`src/sv/fpa_pkg.sv`:
```
// Shared types and codes for the fit-policy piece allocator.
package fpa_pkg;

    // Result status codes
    localparam logic [1:0] ST_LOADED  = 2'd0;
    localparam logic [1:0] ST_GRANTED = 2'd1;
    localparam logic [1:0] ST_NOPROC  = 2'd2;
    localparam logic [1:0] ST_RANGE   = 2'd3;

    // Fit policy codes; any other code behaves as first fit
    localparam logic [1:0] MODE_FIRST = 2'd0;
    localparam logic [1:0] MODE_BEST  = 2'd1;
    localparam logic [1:0] MODE_WORST = 2'd2;

    // Request kinds
    localparam logic REQ_LOAD = 1'b0;
    localparam logic REQ_CUT  = 1'b1;

    // Configuration register indexes
    localparam logic CFG_FIT_MODE    = 1'b0;
    localparam logic CFG_PIECE_COUNT = 1'b1;

    // Field widths
    localparam int AMOUNT_W = 16;
    localparam int SLOT_W   = 6;
    localparam int COUNT_W  = 7;

    // Sequencer states
    typedef enum logic [3:0] {
        S_IDLE = 4'b0001,
        S_SCAN = 4'b0010,
        S_WB   = 4'b0100,
        S_EMIT = 4'b1000
    } state_t;

endpackage

```
`src/sv/fpa_ram.sv`:
```
// Generic single-write, single-read RAM with registered read data.
module fpa_ram #(
    parameter int WIDTH = 16,
    parameter int DEPTH = 64
) (
    input  logic                                   clk,
    input  logic                                   we,
    input  logic [(DEPTH > 1 ? $clog2(DEPTH) : 1)-1:0] waddr,
    input  logic [WIDTH-1:0]                       wdata,
    input  logic [(DEPTH > 1 ? $clog2(DEPTH) : 1)-1:0] raddr,
    output logic [WIDTH-1:0]                       rdata
);

    logic [WIDTH-1:0] mem [DEPTH];

    // Write port
    always_ff @(posedge clk)
    begin
        if (we)
        begin
            mem[waddr] <= wdata;
        end
    end

    // Registered read port
    always_ff @(posedge clk)
    begin
        rdata <= mem[raddr];
    end

endmodule

```
`src/sv/fit_policy_piece_allocator_top.sv`:
```
// Fit-policy piece allocator: piece table, scan sequencer and result register.
//
//   channel   direction  handshake               payload
//   req       in         req_valid / req_stall   req_type, slot, amount
//   res       out        res_valid / res_stall   status, chosen_slot, remaining
//   cfg       in         cfg_we                  cfg_index, cfg_data
//
// A load item or a zero-size cut goes straight to the emit step, which registers the result.
// A cut scans N = min(piece_count, MAX_PIECES) entries, one per cycle through the
// single table read port and the shared compare, then writes back the reduced piece
// (skipped when no piece fits) and emits; the next item is taken once back in idle.
// Reset clears the sequencer, the result valid flag and the configuration, not the table or result payload.
// A stalled result holds in the output register and holds off the next result.
module fit_policy_piece_allocator_top #(
    parameter int MAX_PIECES = 64,
    parameter int SIZE_BITS  = 16
) (
    input  logic        clk,
    input  logic        rst_n,
    input  logic        cfg_we,
    input  logic        cfg_index,
    input  logic [6:0]  cfg_data,
    input  logic        req_valid,
    output logic        req_stall,
    input  logic        req_type,
    input  logic [5:0]  slot,
    input  logic [15:0] amount,
    output logic        res_valid,
    input  logic        res_stall,
    output logic [1:0]  status,
    output logic [5:0]  chosen_slot,
    output logic [15:0] remaining
);

    localparam int IDX_W = (MAX_PIECES > 1) ? $clog2(MAX_PIECES) : 1;
    localparam int CNT_W = $clog2(MAX_PIECES + 1);
    localparam int CMP_W = (SIZE_BITS > fpa_pkg::AMOUNT_W) ? SIZE_BITS : fpa_pkg::AMOUNT_W;
    localparam logic [CMP_W-1:0] SIZE_MAX = CMP_W'({SIZE_BITS{1'b1}});

    // Control registers
    fpa_pkg::state_t     state_reg, state_next;
    logic [1:0]          fit_mode_reg;
    logic [6:0]          piece_count_reg;
    logic [CNT_W-1:0]    cnt_reg, cnt_next;
    logic [CNT_W-1:0]    scan_idx_reg, scan_idx_next;
    logic                pend_reg, pend_next;
    logic                found_reg, found_next;
    logic                res_valid_reg, res_valid_next;

    // Payload registers
    logic [15:0]          amt_reg, amt_next;
    logic [IDX_W-1:0]     pend_idx_reg, pend_idx_next;
    logic [IDX_W-1:0]     pick_reg, pick_next;
    logic [SIZE_BITS-1:0] best_reg, best_next;
    logic [1:0]           stg_status_reg, stg_status_next;
    logic [5:0]           stg_slot_reg, stg_slot_next;
    logic [15:0]          stg_rem_reg, stg_rem_next;
    logic [1:0]           status_reg, status_next;
    logic [5:0]           chosen_slot_reg, chosen_slot_next;
    logic [15:0]          remaining_reg, remaining_next;

    // Table port signals
    logic                 ram_we;
    logic [IDX_W-1:0]     ram_waddr;
    logic [SIZE_BITS-1:0] ram_wdata;
    logic [SIZE_BITS-1:0] ram_rdata;

    // Datapath helpers
    logic                 accept;
    logic [CMP_W-1:0]     amt_in_ext;
    logic [SIZE_BITS-1:0] load_val;
    logic                 slot_bad;
    logic [CNT_W-1:0]     eff_count;
    logic                 issue;
    logic                 qualifies;
    logic                 better;
    logic [SIZE_BITS-1:0] cut_rem;

    fpa_ram #(
        .WIDTH (SIZE_BITS),
        .DEPTH (MAX_PIECES)
    ) u_table (
        .clk   (clk),
        .we    (ram_we),
        .waddr (ram_waddr),
        .wdata (ram_wdata),
        .raddr (scan_idx_reg[IDX_W-1:0]),
        .rdata (ram_rdata)
    );

    assign accept     = req_valid && !req_stall;
    assign req_stall  = (state_reg != fpa_pkg::S_IDLE);
    assign res_valid  = res_valid_reg;
    assign status      = status_reg;
    assign chosen_slot = chosen_slot_reg;
    assign remaining   = remaining_reg;

    // Saturate a load size, check the slot and clip the scan length
    assign amt_in_ext = CMP_W'(amount);
    assign load_val   = (amt_in_ext > SIZE_MAX) ? SIZE_BITS'(SIZE_MAX) : SIZE_BITS'(amt_in_ext);
    assign slot_bad   = (32'(slot) >= MAX_PIECES);
    assign eff_count  = (32'(piece_count_reg) > MAX_PIECES) ? CNT_W'(MAX_PIECES)
                                                            : CNT_W'(piece_count_reg);

    // Shared compare unit: test the entry read last cycle against the request
    assign issue     = (scan_idx_reg < cnt_reg);
    assign qualifies = (CMP_W'(ram_rdata) >= CMP_W'(amt_reg));
    always_comb
    begin
        better = 1'b0;
        if (qualifies)
        begin
            if (!found_reg)
            begin
                better = 1'b1;
            end
            else if (fit_mode_reg == fpa_pkg::MODE_BEST)
            begin
                better = (ram_rdata < best_reg);
            end
            else if (fit_mode_reg == fpa_pkg::MODE_WORST)
            begin
                better = (ram_rdata > best_reg);
            end
        end
    end

    // The chosen piece is at least the request, so the difference fits
    assign cut_rem = best_reg - SIZE_BITS'(amt_reg);

    // Sequencer
    always_comb
    begin
        state_next       = state_reg;
        cnt_next         = cnt_reg;
        scan_idx_next    = scan_idx_reg;
        pend_next        = pend_reg;
        found_next       = found_reg;
        res_valid_next   = res_valid_reg;
        amt_next         = amt_reg;
        pend_idx_next    = pend_idx_reg;
        pick_next        = pick_reg;
        best_next        = best_reg;
        stg_status_next  = stg_status_reg;
        stg_slot_next    = stg_slot_reg;
        stg_rem_next     = stg_rem_reg;
        status_next      = status_reg;
        chosen_slot_next = chosen_slot_reg;
        remaining_next   = remaining_reg;
        ram_we           = 1'b0;
        ram_waddr        = pick_reg;
        ram_wdata        = cut_rem;

        // Drop the result once it has been taken
        if (res_valid_reg && !res_stall)
        begin
            res_valid_next = 1'b0;
        end

        case (state_reg)
            fpa_pkg::S_IDLE:
            begin
                if (accept)
                begin
                    amt_next = amount;
                    if (req_type == fpa_pkg::REQ_LOAD)
                    begin
                        stg_slot_next = slot;
                        if (slot_bad)
                        begin
                            stg_status_next = fpa_pkg::ST_RANGE;
                            stg_rem_next    = '0;
                        end
                        else
                        begin
                            ram_we          = 1'b1;
                            ram_waddr       = IDX_W'(slot);
                            ram_wdata       = load_val;
                            stg_status_next = fpa_pkg::ST_LOADED;
                            stg_rem_next    = 16'(load_val);
                        end
                        state_next = fpa_pkg::S_EMIT;
                    end
                    else if (amount == '0)
                    begin
                        stg_status_next = fpa_pkg::ST_NOPROC;
                        stg_slot_next   = '0;
                        stg_rem_next    = '0;
                        state_next      = fpa_pkg::S_EMIT;
                    end
                    else
                    begin
                        cnt_next      = eff_count;
                        scan_idx_next = '0;
                        pend_next     = 1'b0;
                        found_next    = 1'b0;
                        state_next    = fpa_pkg::S_SCAN;
                    end
                end
            end

            fpa_pkg::S_SCAN:
            begin
                // Issue the next read and compare the one in flight
                pend_next     = issue;
                pend_idx_next = scan_idx_reg[IDX_W-1:0];
                if (issue)
                begin
                    scan_idx_next = scan_idx_reg + CNT_W'(1);
                end
                if (pend_reg && better)
                begin
                    found_next = 1'b1;
                    pick_next  = pend_idx_reg;
                    best_next  = ram_rdata;
                end
                if (!issue && !pend_reg)
                begin
                    if (found_reg)
                    begin
                        state_next = fpa_pkg::S_WB;
                    end
                    else
                    begin
                        stg_status_next = fpa_pkg::ST_NOPROC;
                        stg_slot_next   = '0;
                        stg_rem_next    = '0;
                        state_next      = fpa_pkg::S_EMIT;
                    end
                end
            end

            fpa_pkg::S_WB:
            begin
                // Write back the reduced piece
                ram_we          = 1'b1;
                stg_status_next = fpa_pkg::ST_GRANTED;
                stg_slot_next   = 6'(pick_reg);
                stg_rem_next    = 16'(cut_rem);
                found_next      = 1'b0;
                state_next      = fpa_pkg::S_EMIT;
            end

            fpa_pkg::S_EMIT:
            begin
                // Hold until the output register is free
                if (!res_valid_reg || !res_stall)
                begin
                    res_valid_next   = 1'b1;
                    status_next      = stg_status_reg;
                    chosen_slot_next = stg_slot_reg;
                    remaining_next   = stg_rem_reg;
                    state_next       = fpa_pkg::S_IDLE;
                end
            end

            default:
            begin
                state_next = fpa_pkg::S_IDLE;
            end
        endcase
    end

    // Control state
    always_ff @(posedge clk or negedge rst_n)
    begin
        if (!rst_n)
        begin
            state_reg       <= fpa_pkg::S_IDLE;
            fit_mode_reg    <= fpa_pkg::MODE_FIRST;
            piece_count_reg <= '0;
            cnt_reg         <= '0;
            scan_idx_reg    <= '0;
            pend_reg        <= 1'b0;
            found_reg       <= 1'b0;
            res_valid_reg   <= 1'b0;
        end
        else
        begin
            state_reg     <= state_next;
            cnt_reg       <= cnt_next;
            scan_idx_reg  <= scan_idx_next;
            pend_reg      <= pend_next;
            found_reg     <= found_next;
            res_valid_reg <= res_valid_next;
            if (cfg_we)
            begin
                case (cfg_index)
                    fpa_pkg::CFG_FIT_MODE:    fit_mode_reg    <= cfg_data[1:0];
                    fpa_pkg::CFG_PIECE_COUNT: piece_count_reg <= cfg_data;
                    default:                  fit_mode_reg    <= fit_mode_reg;
                endcase
            end
        end
    end

    // Payload
    always_ff @(posedge clk)
    begin
        amt_reg         <= amt_next;
        pend_idx_reg    <= pend_idx_next;
        pick_reg        <= pick_next;
        best_reg        <= best_next;
        stg_status_reg  <= stg_status_next;
        stg_slot_reg    <= stg_slot_next;
        stg_rem_reg     <= stg_rem_next;
        status_reg      <= status_next;
        chosen_slot_reg <= chosen_slot_next;
        remaining_reg   <= remaining_next;
    end

`ifndef SYNTH
    // A read is in flight only while scanning
    a_pend_in_scan: assert property (@(posedge clk) disable iff (!rst_n)
        pend_reg |-> (state_reg == fpa_pkg::S_SCAN))
        else $error("table read pending outside scan");

    // A recorded pick lies inside the scanned range
    a_pick_in_range: assert property (@(posedge clk) disable iff (!rst_n)
        (found_reg && state_reg == fpa_pkg::S_SCAN) |-> (32'(pick_reg) < 32'(cnt_reg)))
        else $error("picked entry beyond scan length");

    // The piece written back covers the request
    a_wb_covers: assert property (@(posedge clk) disable iff (!rst_n)
        (state_reg == fpa_pkg::S_WB) |-> (CMP_W'(best_reg) >= CMP_W'(amt_reg)))
        else $error("write-back of a piece smaller than the request");

    // A result appears only when the emit step hands one over
    a_res_from_emit: assert property (@(posedge clk) disable iff (!rst_n)
        $rose(res_valid_reg) |-> ($past(state_reg) == fpa_pkg::S_EMIT))
        else $error("result raised outside emit");
`endif

endmodule
```
`config.mk`:
```
export PLATFORM = sky130hd
export DESIGN_NAME = fit_policy_piece_allocator_top
export DESIGN_NICKNAME = d
export VERILOG_FILES = /design/src/sv/fpa_pkg.sv /design/src/sv/fpa_ram.sv /design/src/sv/fit_policy_piece_allocator_top.sv
export SDC_FILE = /design/constraint.sdc
export NUM_CORES = 1
export LEC_CHECK = 0
export BUFFER_PORTS_ARGS = -buffer_cell sky130_fd_sc_hd__buf_2
export CELL_PAD_IN_SITES_DETAIL_PLACEMENT = 0
export CELL_PAD_IN_SITES_GLOBAL_PLACEMENT = 1
export CORE_MARGIN = 2
export CORE_UTILIZATION = 50
export CTS_BUF_LIST = sky130_fd_sc_hd__clkbuf_16
export DETAILED_ROUTE_END_ITERATION = 8
export GPL_TIMING_DRIVEN = 0
export PLACE_DENSITY_LB_ADDON = 0.1
export SYNTH_ARGS = -nofsm -noshare
export SYNTH_HDL_FRONTEND = slang
export SYNTH_SLANG_ARGS = --single-unit
```
`constraint.sdc`:
```
create_clock -name clk -period 7.3 [get_ports clk]
set_clock_uncertainty 0.2 [all_clocks]
set_input_delay 0.73 -clock clk [delete_from_list [all_inputs] [get_ports clk]]
set_output_delay 0.73 -clock clk [all_outputs]
set_load 0.005 [all_outputs]
```
# Yosys cells after proc, flatten, opt, wreduce, memory -nomap -nowiden

Memories as Yosys holds them, arrays and structs flattened. A register that Yosys moved wholly into a read port is not among the register bits.
Index checks and enable logic that the tools add are counted.
Widths: inputs -> output; s select.

Register bits: 122
RAM bits: 1024
Bits of input ports: 36
Output and inout bits: 26
Logic and storage cells: 125
Memories: 1

$add $sub $neg: 2
$lt $le $gt $ge: 6
Equality and inequality tests: 16
Mux-type cells: 56
Bitwise operators: 2
Reduce and logical (&&, ||, !) cells: 24

Memory list:

| memory      | depth | width | read ports | clocked after Yosys merged registers in | write ports | line          | source |
|---|---|---|---|---|---|---|---|
| u_table.mem | 64    | 16    | 1          | 1                                       | 1           | fpa_ram.sv:14 | `logic [WIDTH-1:0] mem [DEPTH];` |

Operators by type and width:

| kind                 | number |
|---|---|
| $mux 16              | 9 |
| $mux 6               | 8 |
| $pmux 16 s3          | 1 |
| $mux 7               | 5 |
| $mux 4               | 6 |
| $pmux 6 s3           | 1 |
| $ge 16x16->1         | 1 |
| $gt 16x16->1         | 1 |
| $gt 16x16->1 const B | 1 |
| $logic_not 16->1     | 1 |
| $lt 16x16->1         | 1 |
| $ne 2x2->1 const B   | 8 |
| $pmux 4 s4           | 1 |
| $sub 16x16->16       | 1 |
| $mux 1               | 15 |
| $reduce_and 5->1     | 3 |
| $pmux 7 s2           | 1 |
| $mux 2               | 5 |
| $reduce_and 2->1     | 5 |
| $reduce_and 4->1     | 2 |
| $add 7x1->7 const B  | 1 |
| $gt 7x7->1 const B   | 1 |
| $lt 7x7->1           | 1 |
| $pmux 2 s3           | 1 |
| other kinds (17)     | 26 |

# Longest topological paths before layout

Gate-level depths: netlist of the first run.

Depth after elaboration: 8
Depth in mapped cells: 10
Depth with buffers taken out: 10

# Cells and area by module

A second synthesis of the first run with hierarchy kept.

Cells, all modules: 2346
Area, all modules: 46384.5 um^2

By module, submodules not included:

| module                         | times used | cells each | area each (um^2) | seq. area each (um^2) |
|---|---|---|---|---|
| fpa_ram                        | 1          | 1829       | 40075.9          | 31069.8 |
| fit_policy_piece_allocator_top | 1          | 517        | 6308.6           | 3514.6 |

# Least setup slack after synthesis of the first run

OpenSTA, ideal clock, no wires.

Path kind: flip-flop to flip-flop
Start: register best_reg[1]
End: memory u_table.mem[0][15] (data pin)
Setup time: 721 ps
Arrival: 4308 ps
Required time: 6379 ps
Slack: 2070 ps
Stages on the path, launching flop included: 8
Path buffers: 0
Path through: edfxtp_1 ha_1 nor2b_1 o2111ai_1 a21oi_1 o2111ai_1 and3_1 o31ai_1

Longest elaborated chain between the ends: 4

Ends and longest elaborated chain:

| what                    | line                                  | source |
|---|---|---|
| from (decl)             | fit_policy_piece_allocator_top.sv:54  | `logic [SIZE_BITS-1:0] best_reg, best_next;` |
| from (signal assigned)  | fit_policy_piece_allocator_top.sv:303 | `best_reg <= best_next;` |
| $sub 16x16->16 *        | fit_policy_piece_allocator_top.sv:129 | `assign cut_rem = best_reg - SIZE_BITS'(amt_reg);` |
| $mux 16                 | fit_policy_piece_allocator_top.sv:166 | `if (req_type == fpa_pkg::REQ_LOAD)` |
| $mux 16                 | fit_policy_piece_allocator_top.sv:163 | `if (accept)` |
| $mux 16 *               | fit_policy_piece_allocator_top.sv:160 | `case (state_reg)` |
| named net ram_wdata[15] | fit_policy_piece_allocator_top.sv:65  | `logic [SIZE_BITS-1:0] ram_wdata;` |
| to (decl)               | fpa_ram.sv:14                         |  |

Mark *: on every way through the listed nets, which the timed path passes. The rest lies on a longest branch.

==> summary.md, run 1 <==
| Metric | Value |
|---|---|
| Status | `complete, no violations` |
| Worst Setup End Kind | `register` |
| Global Route met1 Usage | `between 30% and 40%` |
| Remaining global-route overflow | `0` |
| Sw Pwr | `5.028 mW` |
| Worst setup SP type | `register` |
| Syn_nets | `2,357` |
| Cells after Synth | `about 2,300` |
| Pwr Density | `342.3 nW/um^2` |
| Reg clk slew, reported paths | `around 60 ps` |
| Final Non-Filler Cells | `roughly 3,800` |
| Grt peak-use layer | `met2` |
| Fin crit period | `roughly 4700 ps` |
| DP Area | `approximately 49,000 sq um` |
| Most frequent CP cell | `buf_2` |
| Layout cells sized above 1 | `28.30%` |
| Critical path, cell by cell | `clkbuf_1 > buf_2 > buf_1 > buf_2 > mux4_2 > a22oi_1 > o41ai_1` |
| Total I/O pin count | `62` |
| Met3 Use GR | `under 10%` |
| 1st-pass router iterations | `6` |
| # diodes | `0` |
| Post-Place Cells | `about 3,600` |
| Routed Antenna Nets | `0` |
| EDFF count, synth | `1,116` |
| Largest Register | `u_table.mem` |
| H-Tree Depth | `3` |
| Worst-margin pin slew | `roughly 1400 ps` |
| Lkg Pwr | `~17 nW` |
| Worst path arrival time | `~5000 ps` |
| Layout Utilization | `approximately 58%` |
| Starting Density | `50.30%` |
| Sequential share of the synthesized area | `75.24%` |
| Peak VDD IR | `between 0.2 and 0.3 mV` |
| Port Buffers | `slightly above 60` |
| Combinational power share | `20.1%` |
| Asr flop ratio synth | `under 10%` |
| Die Footprint | `94,370 sq um` |
| CTS Root Cell | `clkbuf_16` |
| DRC | `0` |
| Die Y | `approximately 300 microns` |
| P_int | `approximately 13 mW` |
| Worst path bufs/invs | `4` |
| Post-CTS Hold Buffers | `1` |
| Slowest stage cell, crit path | `buf_1` |
| RSZ-0062 raised after global routing | `false` |
| Slew margin rel. | `8.752%` |
| Max cap viols | `0` |
| Final hold vios | `0` |
| Clock network power share | `between 30% and 40%` |
| Power Total | `18.25 mW` |
| Switching share of power | `roughly 28%` |
| Yosys reg bits | `about 1,200` |
| Per-cell routed wire length | `31.32 microns` |
| Area grow syn2layout | `15.98%` |
| Yosys warns | `0` |
| CTS tree | `yes` |
| First-pass GRT wire length | `~170,000 microns` |
| Total length of routed wires | `119,500 microns` |
| Avg Cell Area, Syn | `between 20 and 25 sq um` |
| Vias in the first global route | `~24,000` |
| Row cnt | `111` |
| Post-CTS Setup Inserts | `0` |
| Reg power frac | `46.3%` |
| Period utilization | `about two thirds` |
| Most frequent cells in the layout | `edfxtp_1 (1,116), mux4_2 (292), nand2_1 (154)` |
| Die Width | `slightly above 300 microns` |
| Pin count of the biggest net entering global routing | `65` |
| Placer's final routability congestion estimate | `0.8596` |
| # resized after CTS | `0` |
| Max Buffers Root-to-Sink | `3` |
| Antenna violations before repair | `5` |
| Clock Sink Count | `approximately 1,200` |
| HPWL after DPL | `80,560 microns` |
| Post-synth top flop | `edfxtp_1` |
| Vias | `23,630` |
| Yosys cell types | `slightly below 60` |
| GRT Overall Usage | `~26%` |
| Starting DRT DRC Count | `between 3,000 and 4,000` |
| Fin. max-slew vios | `0` |
| Most common cell after layout, fill and taps aside | `edfxtp_1` |
| CP Data Required Time | `between 7000 and 8000 ps` |
| CP max FO | `10` |
| CP Class | `register to register` |
| Design area | `53,310 sq um` |
| Core area | `between 90,000 and 100,000 sq um` |
| Later-pin clock latency in the skew report | `approximately 700 ps` |
| Vias per Instance | `between 6 and 7` |
| # setup viols final | `0` |
| Synth Cell Area | `roughly 46,000 sq um` |
| CTS Buf Count | `117` |
| Max reg flops | `around 1,000` |
| Layout Nets | `between 2,000 and 3,000` |
| Hold/Removal Path Class | `primary input to register` |
| Max Freq | `~0.21 GHz` |
| Slowest stage delay, CP | `840 ps` |
| Grt met2 use | `between 40% and 50%` |
| CP delay by family, top | `buffers and inverters` |
## power by group through the flow
stage | registers, mW | clock network [mW] | logic [mW]
after floorplan | 8.60 | 0 | 2.12
after global placement | 8.72 | 0 | 3.41
after detailed placement | 8.60 | 0 | 3.71
after CTS | 8.46 | 6.21 | 3.71
after global routing | 8.47 | 6.45 | 3.93
final | 8.46 | 6.12 | 3.67
## cells in the mapped netlist, drive strengths merged (3+ instances only)
cell	instances	area share (%)
edfxtp	1116	73
mux4	292	14
nand2	160	1.3
nor2	89	0.73
clkbuf	54	0.44
ha	54	1.5
buf	49	0.60
inv	49	0.40
o21ai	35	0.38
a21oi	34	0.37
a211oi	32	0.52
dfrtp	29	1.6
and2	24	0.33
a22o	19	0.36
mux2	19	0.47
dfxtp	16	0.70
a22oi	14	0.23
nand3	14	0.15
nand4	11	0.15
a21o	10	0.16
a31oi	10	0.14
and3	10	0.14
nor2b	10	0.14
nor3	10	0.11
o41ai	10	0.19
a221oi	9	0.17
nand3b	9	0.15
nand2b	8	0.11
o31ai	8	0.13
xnor2	8	0.15
mux2i	6	0.13
o21bai	6	0.098
nor4	5	0.068
xor2	4	0.076
a211o	3	0.057
and4	3	0.057
or3	3	0.041
## worst reg2reg max path: stages, from the launching register on
cell and delay [ps]:
dfrtp_1 530, clkbuf_1 680, buf_2 440, buf_1 840, buf_2 490, mux4_2 390, a22oi_1 540, o41ai_1 400
## metrics by stage
stage	hold WS [ps]	setup TNS, ps	worst slack, ps
2_1_floorplan	200.3	0	2070
3_3_place_gp	201.4	-370760	-2244
3_5_place_dp	204.5	0	2720
4_1_cts	20.48	0	2670
5_1_grt	45.88	0	2607
6_report	62.09	0	2559
## metal layers
metal	share of wire, %	up-vias
met1	40	12520
met4	3.2	2
met3	7.9	198
met5	0.011	-
met2	48	1027
li1	-	9883
## path summary, 6_finish.rpt
| path | startpoint | to | slack (ps) | cells after the start |
|---|---|---|---|---|
| worst max-delay path | scan_idx_reg[1] | u_table.rdata[1] | 2560 | 7 |
| worst min-delay path | cfg_data[2] | piece_count_reg[2] | 60 | 2 |
| worst max register to register | scan_idx_reg[1] | u_table.rdata[1] | 2560 | 7 |
| worst min register to register | pend_idx_reg[5] | pick_reg[5] | 220 | 0 |
| max in group asynchronous | rst_n | state_reg[2] | 6060 | 2 |
| min in group asynchronous | rst_n | piece_count_reg[4] | 400 | 2 |
## layout make-up
| class | count | area, sq um |
|---|---|---|
| tap | 1186 | 1484 |
| fill | 6769 | 38070 |
| clock inverter | 101 | 952.2 |
| inverter | 51 | 191.4 |
| sequential | 1162 | 34580 |
| timing repair buffer | 142 | 1647 |
| buffer | 103 | 479.2 |
| clock buffer | 120 | 3003 |
| multi-input combinational | 950 | 10970 |
## cells by family (layout without fill, tap and decap cells)
group | Yosys count | in the layout | synth area share [%]
flip-flops | 1162 | 1162 | 75.24
buffers and inverters | 154 | 517 | 1.459
AO/OA/AOI/OAI | 208 | 208 | 3.155
XOR/XNOR | 12 | 12 | 0.2287
AND/OR/NAND/NOR | 358 | 358 | 3.498
adder cells (fa/ha/maj) | 55 | 55 | 1.514
multiplexers | 317 | 317 | 14.90
No activity file was read; power rests on OpenSTA's default activity.
==> inputs of run 2 (changes only) <==
--- a/config.mk
+++ b/config.mk
@@ -5,6 +5,7 @@
 export SDC_FILE = /design/constraint.sdc
 export NUM_CORES = 1
 export LEC_CHECK = 0
+export ABC_AREA = 1
 export BUFFER_PORTS_ARGS = -buffer_cell sky130_fd_sc_hd__buf_2
 export CELL_PAD_IN_SITES_DETAIL_PLACEMENT = 0
 export CELL_PAD_IN_SITES_GLOBAL_PLACEMENT = 1
==> constraint.sdc (replaced) <==
create_clock -name clk -period 4.4 [get_ports clk]
set_clock_uncertainty 0.2 [all_clocks]
set_input_delay 0.44 -clock clk [delete_from_list [all_inputs] [get_ports clk]]
set_output_delay 0.44 -clock clk [all_outputs]
set_load 0.005 [all_outputs]
==> summary.md, run 2 <==
| Metric | Value |
|---|---|
| Status | `finished, violations left` |
| Failing checks | `setup timing` |
| Main combinational cell family by area after synthesis | `compound AO/OA/AOI/OAI gates` |
| Reg2reg end | `u_table.rdata[9]` |
| # setup viols final | `4` |
| Worst-margin pin slew | `1203 ps` |
| Core area | `slightly above 90,000 sq um` |
| Post-Synth Adder-Cell Area | `approximately 1.5%` |
| Row cnt | `between 100 and 150` |
| Clock Sink Count | `~1,200` |
| Routed Antenna Nets | `0` |
| Pwr Density | `685.5 nW/um^2` |
| Top cells by area, synth | `edfxtp_1 (71%), nor2_1 (6.2%), o21ai_0 (6.1%)` |
| Synth Area in XOR/XNOR | `less than 1%` |
| Top cell type's share of synthesized area | `a little under three quarters` |
| CP Data Required Time | `4850 ps` |
| Asr flop ratio synth | `~2.6%` |
| Largest Register | `u_table.mem` |
| EDFF count, synth | `approximately 1,100` |
| Mux cell area share after synthesis | `less than 1%` |
| Post-synth top flop | `edfxtp_1` |
| Antenna violations before repair | `10` |
| Worst Hold Slack | `between 100 and 150 ps` |
| Vias in the first global route | `roughly 31,000` |
| CTS Buf Count | `between 100 and 150` |
| Slew margin rel. | `19.79%` |
| Most common cell in the netlist | `edfxtp_1` |
| Syn_nets | `between 3,000 and 4,000` |
| Later-pin clock latency in the skew report | `740 ps` |
| Reg clk slew, reported paths | `approximately 70 ps` |
| Layout cells sized above 1 | `11.50%` |
| Max cap viols | `0` |
| CTS Root Cell | `clkbuf_16` |
| Total I/O pin count | `62` |
| Max Freq | `0.2239 GHz` |
| Starting Density | `around half` |
| DRC | `0` |
| Worst path arrival time | `around 4900 ps` |
| Pin count of the biggest net entering global routing | `65` |
| Top cells by count, synth | `edfxtp_1 (1,116), nor2_1 (786), o21ai_0 (578)` |
| Starting DRT DRC Count | `~5,300` |
| Yosys warns | `0` |
| Vias | `about 34,000` |
| Hold/Removal Path Class | `primary input to async pin` |
| Leading area contributor after synthesis | `edfxtp_1` |
| Cells on worst reg2reg path | `11` |
| Lkg Pwr | `around 19 nW` |
| CTS tree | `yes` |
| Remaining global-route overflow | `0` |
| Worst R2R Start | `scan_idx_reg[0]` |
| Storage cell area | `between 30,000 and 40,000 sq um` |
| Setup crit start | `scan_idx_reg[0]` |
| Yosys reg bits | `between 1,000 and 1,500` |
| Design area | `55,710 sq um` |
| CP Class | `register to register` |
| Avg Cell Area, Syn | `around 12 sq um` |
| Worst Setup End Kind | `register` |
| Die Width | `roughly 310 microns` |
| Pre-CTS WS | `-184.7 ps` |
| Worst reg-to-reg setup slack | `-70 ps` |
| Port Buffers | `61` |
| Max reg flops | `around 1,000` |
| Area grow syn2layout | `17.85%` |
| Synth Cell Area | `47,270 sq um` |
| H-Tree Depth | `3` |
| Area of the multi-input gates | `between 10,000 and 15,000 sq um` |
| Simple-gate share of the synthesized area | `approximately 11%` |
| RSZ-0062 raised after global routing | `false` |
| CP max FO | `10` |
| Fill cell count | `between 7,000 and 8,000` |
| 1st-pass router iterations | `6` |
| Final WS setup | `-65.74 ps` |
| Period utilization | `101.5%` |
| Per-cell routed wire length | `slightly above 30 microns` |
| DP Area | `about 51,000 sq um` |
| Yosys cell types | `44` |
| Max Buffers Root-to-Sink | `3` |
| Most frequent cells in the layout | `edfxtp_1 (1,116), nor2_1 (722), o21ai_0 (566)` |
| Die Footprint | `97,020 sq um` |
| Post-CTS Setup Inserts | `0` |
| Worst setup SP type | `register` |
| Cells after Synth | `3,793` |
| Vias per Instance | `roughly 6` |
| Total length of routed wires | `169,100 microns` |
| Layout Nets | `~4,200` |
| GRT Overall Usage | `34.59%` |
| HPWL after DPL | `121,300 microns` |
| Fin crit period | `4466 ps` |
| Sequential share of the synthesized area | `about three quarters` |
| First-pass GRT wire length | `234,100 microns` |
| Most common cell after layout, fill and taps aside | `edfxtp_1` |
| Die Y | `around 310 microns` |
| Peak VDD IR | `~0.53 mV` |
| Fin. max-slew vios | `0` |
| Placer's final routability congestion estimate | `approximately 0.98` |
| Synth Area in Compound Gates | `roughly 11%` |
| Final hold vios | `0` |
run 2: cell count changes after synthesis, sizes merged, moves of 75 or more:
| cell | previous run | this run |
|---|---|---|
| mux4 | 292 | 0 |
| inv | 49 | 124 |
| o211ai | 2 | 128 |
| nand2 | 160 | 262 |
| o21ai | 35 | 583 |
| clkbuf | 54 | 158 |
| nand3 | 14 | 181 |
| nor2 | 89 | 789 |
| o22ai | 2 | 124 |
run 2: worst max-delay path by stage:
stage                                endpoint  slack (ps)  cells after the start
after global routing      u_table.mem[12][10]         0.1                      7
final                        u_table.rdata[9]         -70                     11
after CTS                 u_table.mem[13][10]         140                      8
after floorplan            u_table.mem[0][10]        -730                      7
after detailed placement    u_table.rdata[12]        -180                      9
after global placement     u_table.mem[20][8]       -7520                      8
run 2: routing by layer:
metal  GRT usage (%)  share of wire (%)  wire (microns)  up-vias
met5               0              0.044              75        -
met4           16.66                5.6            9464        6
met3           7.986                 13           21210      377
met2           51.52                 44           74150     2264
met1           48.23                 38           64210    16500
li1                -                  -               -    14450
run 2: what timing repair did:
item	4_1_cts	5_1_grt
pin swaps	0	0
hold buffers	37	0
resized for setup	2	2
endpoints found under the setup margin	23	13
hold endpoints to repair	84	0
run 2: layout make-up:
class / count / area share (%)
Sequential cell: 1162 / 62.08
Multi-Input combinational cell: 2281 / 20.92
Clock buffer: 122 / 5.480
Timing Repair Buffer: 186 / 4.337
Tap cell: 1254 / 2.816
Clock inverter: 101 / 1.875
Buffer: 223 / 1.631
Inverter: 126 / 0.8490
Antenna cell: 3 / 0.01348
run 2: critical path, stage by stage (launching register included):
cell and delay, ps:
dfrtp_1 430, buf_2 350, inv_2 120, buf_4 270
buf_2 450, buf_1 750, nor2_1 80, o211ai_1 670
nand3_1 390, nand3_1 300, nand3_1 170, nand2_1 160
run 2: through the flow:
step	util (%)	total power, mW	TNS (ps)	instances
finish	59.60	38.19	-176.5	5458
detailed placement	54.81	27.30	-485.2	5196
global placement	52.58	26.95	-4675220	5108
CTS	59.59	37.77	0	5456
floorplan	-	20.58	-313420	3793
global route	59.59	39.10	0	5455
run 2: cell families (layout without fill, tap and decap cells):
kind of cell,after synthesis,count (layout)
other cells,0,3
fa+ha+maj,55,55
xor+xnor,10,10
simple gates,1269,1269
buf+inv,350,758
compound gates,944,944
mux,3,3
flops,1162,1162
run 2: power by group:
part | total (mW) | switching [mW] | internal (mW)
Clock | 10.6 | 4.35 | 6.24
Sequential | 14.4 | 0.217 | 14.2
Combinational | 13.2 | 10.3 | 2.93
Total | 38.2 | 14.8 | 23.3
